## config.mk

```make
export PLATFORM = sky130hd
export DESIGN_NAME = imcol_addr_gen
export DESIGN_NICKNAME = d
export VERILOG_FILES = /design/src/hdl/imcol_pkg.sv /design/src/hdl/imcol_addr_gen.sv
export SDC_FILE = /design/constraint.sdc
export NUM_CORES = 2
export LEC_CHECK = 0
export BUFFER_PORTS_ARGS = -buffer_cell sky130_fd_sc_hd__buf_2
export CORE_ASPECT_RATIO = 1.4
export CORE_MARGIN = 2
export CORE_UTILIZATION = 65
export CTS_CLUSTER_DIAMETER = 100
export CTS_CLUSTER_SIZE = 16
export DETAILED_ROUTE_END_ITERATION = 16
export PLACE_DENSITY = 0.88
export SKIP_CTS_REPAIR_TIMING = 1
export SYNTH_ARGS = -nofsm -noshare
export SYNTH_HDL_FRONTEND = slang
export SYNTH_SLANG_ARGS = --single-unit
export TNS_END_PERCENT = 10
```

## constraint.sdc

```tcl
create_clock -name clock -period 10.7 [get_ports clock]
set_clock_uncertainty 0.2 [all_clocks]
set_input_delay 1.07 -clock clock [delete_from_list [all_inputs] [get_ports clock]]
set_output_delay 1.07 -clock clock [all_outputs]
set_load 0.01 [all_outputs]
```

## src/hdl/imcol_pkg.sv

```systemverilog
// Shared types, register codes and reciprocal table for the im2col gather.
`timescale 1ns / 1ps
`default_nettype none

package imcol_pkg;

   localparam int IMAGE_WORDS_DEFAULT = 4096;
   // Wide enough for any store index the address math can produce.
   localparam int IDX_W = 28;

   localparam logic OP_WRITE = 1'b0;
   localparam logic OP_READ  = 1'b1;

   localparam logic [2:0] CSR_INPUT_WIDTH   = 3'd0;
   localparam logic [2:0] CSR_INPUT_HEIGHT  = 3'd1;
   localparam logic [2:0] CSR_KERNEL_SIZE   = 3'd2;
   localparam logic [2:0] CSR_STRIDE_STEP   = 3'd3;
   localparam logic [2:0] CSR_PADDING       = 3'd4;
   localparam logic [2:0] CSR_OUTPUT_WIDTH  = 3'd5;
   localparam logic [2:0] CSR_OUTPUT_HEIGHT = 3'd6;
   localparam logic [2:0] CSR_COLUMN_ROWS   = 3'd7;

   typedef struct packed {
      logic [6:0]  input_width;
      logic [6:0]  input_height;
      logic [3:0]  kernel_size;
      logic [3:0]  stride_step;
      logic [2:0]  padding;
      logic [6:0]  output_width;
      logic [6:0]  output_height;
      logic [11:0] column_rows;
   } cfg_type;

   typedef struct packed {
      logic        operation;
      logic [11:0] pixel_address;
      logic [31:0] pixel_value;
      logic [11:0] matrix_row;
      logic [5:0]  out_y;
      logic [5:0]  out_x;
   } req_type;

   // One store access per cycle, in request order.
   typedef struct packed {
      logic             valid;
      logic             write;
      logic             lookup;
      logic [IDX_W-1:0] index;
      logic [31:0]      wdata;
      logic [23:0]      position;
      logic             is_padding;
      logic             status;
   } acc_type;

   typedef struct packed {
      logic        valid;
      logic [31:0] element_value;
      logic [23:0] element_position;
      logic        is_padding;
      logic        status;
   } rsp_type;

   // floor(2^16 / k): quotient estimate is exact or one low for 12-bit dividends.
   function automatic logic [16:0] recip(input logic [3:0] k);
      logic [16:0] r;
      case (k)
         4'd1:    r = 17'd65536;
         4'd2:    r = 17'd32768;
         4'd3:    r = 17'd21845;
         4'd4:    r = 17'd16384;
         4'd5:    r = 17'd13107;
         4'd6:    r = 17'd10922;
         4'd7:    r = 17'd9362;
         4'd8:    r = 17'd8192;
         4'd9:    r = 17'd7281;
         4'd10:   r = 17'd6553;
         4'd11:   r = 17'd5957;
         4'd12:   r = 17'd5461;
         4'd13:   r = 17'd5041;
         4'd14:   r = 17'd4681;
         4'd15:   r = 17'd4369;
         default: r = 17'd0;
      endcase
      return r;
   endfunction

endpackage

`default_nettype wire

```

## src/hdl/imcol_addr_gen.sv

```systemverilog
// Address pipeline: splits the matrix row, forms the source pixel and store index.
`timescale 1ns / 1ps
`default_nettype none

module imcol_addr_gen (
   input  wire                   clock,
   input  wire                   reset,
   input  wire                   take,
   input  imcol_pkg::req_type    req,
   input  imcol_pkg::cfg_type    cfg,
   output imcol_pkg::acc_type    acc
);

   typedef struct packed {
      logic        valid;
      logic        write;
      logic [11:0] addr;
      logic [31:0] wdata;
      logic [11:0] row;
      logic [5:0]  oy;
      logic [5:0]  ox;
      logic        err;
      logic [27:0] prod;
      logic [18:0] rowoh;
      logic [3:0]  kx;
      logic [11:0] q;
      logic [23:0] pos;
      logic [9:0]  oys;
      logic [9:0]  oxs;
      logic [3:0]  ky;
      logic [11:0] chan;
      logic [9:0]  col;
      logic        col_out;
      logic [9:0]  rowv;
      logic        pad;
      logic [18:0] chmul;
      logic [19:0] t;
   } stg_type;

   localparam int NSTG = 7;

   stg_type st_ff [NSTG];
   stg_type st_in [NSTG];
   imcol_pkg::acc_type acc_ff, acc_in;

   logic [16:0] rcp;
   logic [28:0] prod_a, prod_c;
   logic [18:0] rowoh_a;
   logic [11:0] qe_b, cqe_d;
   logic [15:0] qk_b, rem_b, ck_d, rem_d;
   logic [18:0] possum_b;
   logic [25:0] posm_b;
   logic [9:0]  csum_d, rsum_e;
   logic [27:0] idxm_g;

   assign rcp = imcol_pkg::recip(cfg.kernel_size);

   // A: capture the request
   always_comb begin
      st_in[0] = '0;
      st_in[0].valid = take;
      st_in[0].write = (req.operation == imcol_pkg::OP_WRITE);
      st_in[0].addr  = req.pixel_address;
      st_in[0].wdata = req.pixel_value;
      st_in[0].row   = req.matrix_row;
      st_in[0].oy    = req.out_y;
      st_in[0].ox    = req.out_x;
   end

   // B: range check, row * reciprocal, row * output_height
   always_comb begin
      st_in[1] = st_ff[0];
      st_in[1].err = (cfg.kernel_size == 4'd0) || (st_ff[0].row >= cfg.column_rows) ||
                     ({1'b0, st_ff[0].oy} >= cfg.output_height) ||
                     ({1'b0, st_ff[0].ox} >= cfg.output_width);
      prod_a  = {17'b0, st_ff[0].row} * {12'b0, rcp};
      rowoh_a = {7'b0, st_ff[0].row} * {12'b0, cfg.output_height};
      st_in[1].prod  = prod_a[27:0];
      st_in[1].rowoh = rowoh_a;
   end

   // C: first quotient correction gives kx; finish the linear position
   always_comb begin
      st_in[2] = st_ff[1];
      qe_b  = st_ff[1].prod[27:16];
      qk_b  = {4'b0, qe_b} * {12'b0, cfg.kernel_size};
      rem_b = {4'b0, st_ff[1].row} - qk_b;
      if (rem_b[4:0] >= {1'b0, cfg.kernel_size}) begin
         st_in[2].kx = 4'(rem_b[4:0] - {1'b0, cfg.kernel_size});
         st_in[2].q  = qe_b + 12'd1;
      end else begin
         st_in[2].kx = rem_b[3:0];
         st_in[2].q  = qe_b;
      end
      possum_b = st_ff[1].rowoh + {13'b0, st_ff[1].oy};
      posm_b   = {7'b0, possum_b} * {19'b0, cfg.output_width};
      st_in[2].pos = posm_b[23:0] + {18'b0, st_ff[1].ox};
   end

   // D: quotient * reciprocal, output offsets times stride
   always_comb begin
      st_in[3] = st_ff[2];
      prod_c = {17'b0, st_ff[2].q} * {12'b0, rcp};
      st_in[3].prod = prod_c[27:0];
      st_in[3].oys  = {4'b0, st_ff[2].oy} * {6'b0, cfg.stride_step};
      st_in[3].oxs  = {4'b0, st_ff[2].ox} * {6'b0, cfg.stride_step};
   end

   // E: second correction gives ky and channel; source column bounds
   always_comb begin
      st_in[4] = st_ff[3];
      cqe_d = st_ff[3].prod[27:16];
      ck_d  = {4'b0, cqe_d} * {12'b0, cfg.kernel_size};
      rem_d = {4'b0, st_ff[3].q} - ck_d;
      if (rem_d[4:0] >= {1'b0, cfg.kernel_size}) begin
         st_in[4].ky   = 4'(rem_d[4:0] - {1'b0, cfg.kernel_size});
         st_in[4].chan = cqe_d + 12'd1;
      end else begin
         st_in[4].ky   = rem_d[3:0];
         st_in[4].chan = cqe_d;
      end
      csum_d = {6'b0, st_ff[3].kx} + st_ff[3].oxs;
      st_in[4].col     = csum_d - {7'b0, cfg.padding};
      st_in[4].col_out = (csum_d < {7'b0, cfg.padding}) ||
                         ((csum_d - {7'b0, cfg.padding}) >= {3'b0, cfg.input_width});
   end

   // F: source row bounds, channel plane base
   always_comb begin
      st_in[5] = st_ff[4];
      rsum_e = {6'b0, st_ff[4].ky} + st_ff[4].oys;
      st_in[5].rowv  = rsum_e - {7'b0, cfg.padding};
      st_in[5].pad   = st_ff[4].col_out || (rsum_e < {7'b0, cfg.padding}) ||
                       ((rsum_e - {7'b0, cfg.padding}) >= {3'b0, cfg.input_height});
      st_in[5].chmul = {12'b0, cfg.input_height} * {7'b0, st_ff[4].chan};
   end

   // G: row within the whole store
   always_comb begin
      st_in[6] = st_ff[5];
      st_in[6].t = {1'b0, st_ff[5].chmul} + {10'b0, st_ff[5].rowv};
   end

   // store access beat
   always_comb begin
      idxm_g = {21'b0, cfg.input_width} * {8'b0, st_ff[6].t};
      acc_in.valid      = st_ff[6].valid;
      acc_in.write      = st_ff[6].write;
      acc_in.lookup     = !st_ff[6].write && !st_ff[6].err && !st_ff[6].pad;
      acc_in.index      = st_ff[6].write ? {16'b0, st_ff[6].addr}
                                         : idxm_g + {18'b0, st_ff[6].col};
      acc_in.wdata      = st_ff[6].wdata;
      acc_in.position   = st_ff[6].err ? 24'd0 : st_ff[6].pos;
      acc_in.is_padding = !st_ff[6].err && st_ff[6].pad;
      acc_in.status     = st_ff[6].err;
   end

   always_ff @(posedge clock) begin
      if (reset) begin
         for (int i = 0; i < NSTG; i++) begin
            st_ff[i] <= '0;
         end
         acc_ff <= '0;
      end else begin
         st_ff  <= st_in;
         acc_ff <= acc_in;
      end
   end

   assign acc = acc_ff;

   a_kx_in_range : assert property (@(posedge clock) disable iff (reset)
      (st_ff[2].valid && !st_ff[2].write && !st_ff[2].err) |->
         (st_ff[2].kx < cfg.kernel_size))
      else $error("kernel x offset not below kernel size");

   a_ky_in_range : assert property (@(posedge clock) disable iff (reset)
      (st_ff[4].valid && !st_ff[4].write && !st_ff[4].err) |->
         (st_ff[4].ky < cfg.kernel_size))
      else $error("kernel y offset not below kernel size");

endmodule

`default_nettype wire

```

* Word-level counts from Yosys, hierarchy flattened
Memory sizes are Yosys's and may differ from the RTL's. Index checks and enable logic that the tools add are counted. W data, S select, Z words.
Word-level totals: register bits 818, memory bits (read-only) 272, input bits 123, output and inout bits 89, logic and storage cells 130, memories kept 1
Cells by class: $add $sub $neg 14, $mul 10, $lt $le $gt $ge 9, muxes and demuxes 3, bitwise logic cells 1, reductions and logical operators 15
Memory list:
- (no name shown) | words 16, bits a word 17, rd ports 1, clocked after memory_dff 0, write ports 0, RTL line imcol_pkg.sv:66 | case (k)
Operator list (number):
- $mul A12 B17 Y28 | 2
- $mux W16 | 2
- $add A27 B10 Y28 | 1
- $mul A7 B20 Y27 | 1
- $add A12 B1 Y12 const B | 2
- $add A24 B6 Y24 | 1
- $mul A12 B4 Y5 | 2
- $mul A19 B7 Y24 | 1
- $add A19 B10 Y20 | 1
- $add A4 B10 Y10 | 2
- $ge A10 B7 Y1 | 2
- $lt A10 B3 Y1 | 2
- $mul A6 B4 Y10 | 2
- $sub A10 B3 Y10 | 2
- $add A19 B6 Y19 | 1
- $mul A12 B7 Y19 | 1
- $mul A7 B12 Y19 | 1
- $ge A6 B7 Y1 | 2
- $ge A12 B12 Y1 | 1
- $mux W12 | 1
- $ge A5 B4 Y1 | 2
- $sub A5 B5 Y5 | 2
- $sub A4 B4 Y4 | 2
- $logic_or A1 B1 Y1 | 6
- other kinds (5) | 10

* Logic depth before layout (Yosys ltp)
word-level depth 4, mapped depth 28, depth with buffers taken out 27

* Least setup slack after synthesis
OpenSTA, ideal clock, no wires.
kind input-to-reg, start point input cfg[34] in the netlist's numbering, end point register st_ff, in the netlist qe_b[11], library setup time 128 ps, data arrival time 7106 ps, required time 10372 ps, slack 3266 ps, cell stages on the path 25, buffers on the path 2, cell sequence clkbuf_1 inv_1 ha_1 mux2i_1 o21ai_0 clkbuf_1 nand2_1 fa_1 inv_1 fa_1 fa_1 fa_1 inv_1 fa_1 inv_1 ha_1 a211oi_1 o21ai_0 a22oi_1 a21boi_1 a311oi_1 o21ai_1 o31ai_1 xnor2_1 nor2_1
Between the ends: word-level cells in the longest chain between the ends 2
RTL lines:
- start, declared | RTL line imcol_addr_gen.sv:10 | input imcol_pkg::cfg_type cfg,
- $mem_v2 Z16 W17
- $mul A12 B17 Y28 | RTL line imcol_addr_gen.sv:76 | prod_a = {17'b0, st_ff[0].row} * {12'b0, rcp};
- end signal, assigned | RTL line imcol_addr_gen.sv:165 | st_ff <= st_in;
- end, declared | RTL line imcol_addr_gen.sv:42 | stg_type st_ff [NSTG];
No other way between the ends. A chain may end at the register's enable or synchronous reset.

* Worst setup path after layout
Ends and elaborated chain as after synthesis.

==> reports/results.ini <==
[floorplan]
die_h_um=339
die_x_um=243
dieArea_mm2=0.0825
core_area_mm2=0.0792
io_pins=212
row_count=122
start_util_pct=65.8

[layout]
syn_to_final_growth_pct=6.44
ff_latch_area_mm2=0.0157
multi_input_area_mm2=0.0327
stdcell_count=6609
post-route-cell-area_mm2=0.0555
layout-drive-gt1-share_pct=5.84
nets=6717
fill_cells=5617

[timing]
finalHoldViolations=0
worst_slack_ps=2730
setup_violations=0
finalCritPeriodShare_pct=74.5
finalMaxSlewViolations=0
max_freq_mhz=125
period_needed_ps=7970
rsz0062_at_grt=no
worst-slew-pin-transition_ps=1200
relSlewSlack_pct=19.9
tns_ps=0

[cts]
cts_inserted_buffers=55
clockBufferDepth=3
tritoncts=built
clk_pin_slew_worst_paths_ps=80
root_buffer=clkbuf_16
h-tree-depth=2
cts_num_sinks=786
clock_latency_ps=650

[pwr]
vdd_ir_drop_max_v=0.000145
p_per_area_mw_per_mm2=166
leakagePower_nw=26.8

[critical_path]
crit_type=in -> reg
endpoint_kind=flip-flop
crit_path_start_kind=primary input
crit_fanout=19
critPathRequiredTime_ps=10980
worstPathArrival_ps=8250

[logic_synthesis]
ys_seq_area_share_pct=30.2
syn_inst=5457
ys_async_sr_fraction_pct=0
synth_area_mm2=0.0521
synth_ff_type=dfxtp_1
synth_common_cells=dfxtp_1, inv_1, fa_1
synth_edf_count=0
synth_area_leaders=dfxtp_1, fa_1, ha_1
syn_nets=6633
synthMostInstantiatedCell=dfxtp_1
yosysTopAreaCell=dfxtp_1
synth.ff_latch_count=786
netlist.area_leader.share_pct=30.2
ys_warn_count=0
syn_avg_cell_area_um2=9.55
ys_types=68

[place]
placed_cell_area_mm2=0.0539
dp_hpwl_mm=83.5
port_buffers=211
gp_congestion=0.946
dp_worst_setup_slack_ps=2210
placed_cells=6538

[detailed_routing]
firstDrtPassIters=6
wl_per_cell_um=16.7
final_antenna_net_count=0
viasPerCell=5.41
wl_mm=110
via_count=35742
drt-initial-drc-count=2053
drc=0

[grt]
antenna_found_initial=12
grt_pass1_vias=38023
grt_max_degree=264
grt-ovfl-total=0
gr-usage-all-layers_pct=26.9
grt_pass1_wl_mm=180

[outcome]
outcome=finished, final reports clean

[worst_hold_path]
hp-class=reg -> reg

[run]
cap_violations=0

path summary, 6_finish.rpt:
check	start	endpoint	slack (ps)	cells after the start
hold / removal	st_ff[760]	st_ff[505]	210	1
hold reg to reg	st_ff[760]	st_ff[505]	210	1
setup / recovery	cfg[34]	qe_b[11]	2730	23
setup reg to reg	st_ff[1466]	st_ff[1140]	3390	25
layout make-up:
cell class,instances,area share [%]
diodes,11,0.0496
flip-flops and latches,786,28.4
clock buffers,56,2.51
clock inverters,4,0.192
repair buffers,241,2.35
inverters,767,5.19
multi-input cells,3690,59.0
well taps,1054,2.38
cell families after synthesis:
| logic type | synth area share (%) |
|---|---|
| AOI/OAI and AO/OA | 4.87 |
| xor gates and xnor gates | 3.41 |
| adders and majority gates | 34.2 |
| buffers and inverters | 7.08 |
| DFF | 30.2 |
| muxes | 0.343 |
| and+or+nand+nor | 19.9 |
power breakdown:
group | switching [W] | internal, W
clock | 0.000965 | 0.000928
combinational | 0.00227 | 0.00167
sequential | 0.000184 | 0.00317
total | 0.00342 | 0.00577
routing by layer:
layer,part of all wire [%],vias to the layer above,global-route usage (%),routed length (um)
li1,-,16830,-,-
met1,36,17202,28.8,39500
met2,52,1270,49.4,56900
met3,6.0,436,3.74,6590
met4,6.6,4,17.2,7260
met5,0.027,-,0,30
placed cells by master, fill, tap and decap left out, drive strengths merged, types with 9 or more instances in the layout:
cell	netlist	routed
nor2	293	293
clkbuf	204	56
inv	766	766
diode	0	11
nand4	16	16
or3	16	16
buf	10	241
a21oi	111	111
a211oi	26	26
and3	41	41
nand3	39	39
nand2	593	593
o21ai	82	82
mux2i	13	13
o21a	17	17
nor2b	607	607
ha	437	437
nor3	39	39
and2	324	324
dfxtp	786	786
a21o	63	63
fa	616	616
o211ai	9	9
nand2b	25	25
o21bai	17	17
xnor2	117	117
xor2	86	86
registers in the layout (all words and copies together) (netlist names):
register and cells:
st_ff 638, acc_in 35, cqe_d 12, qe_b 12
acc 89
per-stage QoR:
step	hold slack (ps)	utilization, %	total power (W)
after floorplan	190	-	0.00637
after global placement	210	68.1	0.00710
after detailed placement	214	68.1	0.00730
after CTS	214	70.0	0.00923
after global routing	231	70.0	0.00990
final	212	70.0	0.00919
critical path, cell delays in order:
cell,delay [ps]
buf_2,190
inv_1,310
ha_1,560
a22o_1,880
nand2_1,200
fa_1,570
inv_1,50
fa_1,410
fa_1,470
fa_1,550
inv_1,50
fa_1,480
inv_1,40
ha_1,180
a2111oi_0,400
nand2_1,160
o211ai_1,250
a21boi_1,270
a311oi_1,480
o21ai_1,180
o31ai_1,270
xnor2_1,150
nor2_1,50
Note: power is estimated with default switching activity, not from simulation.
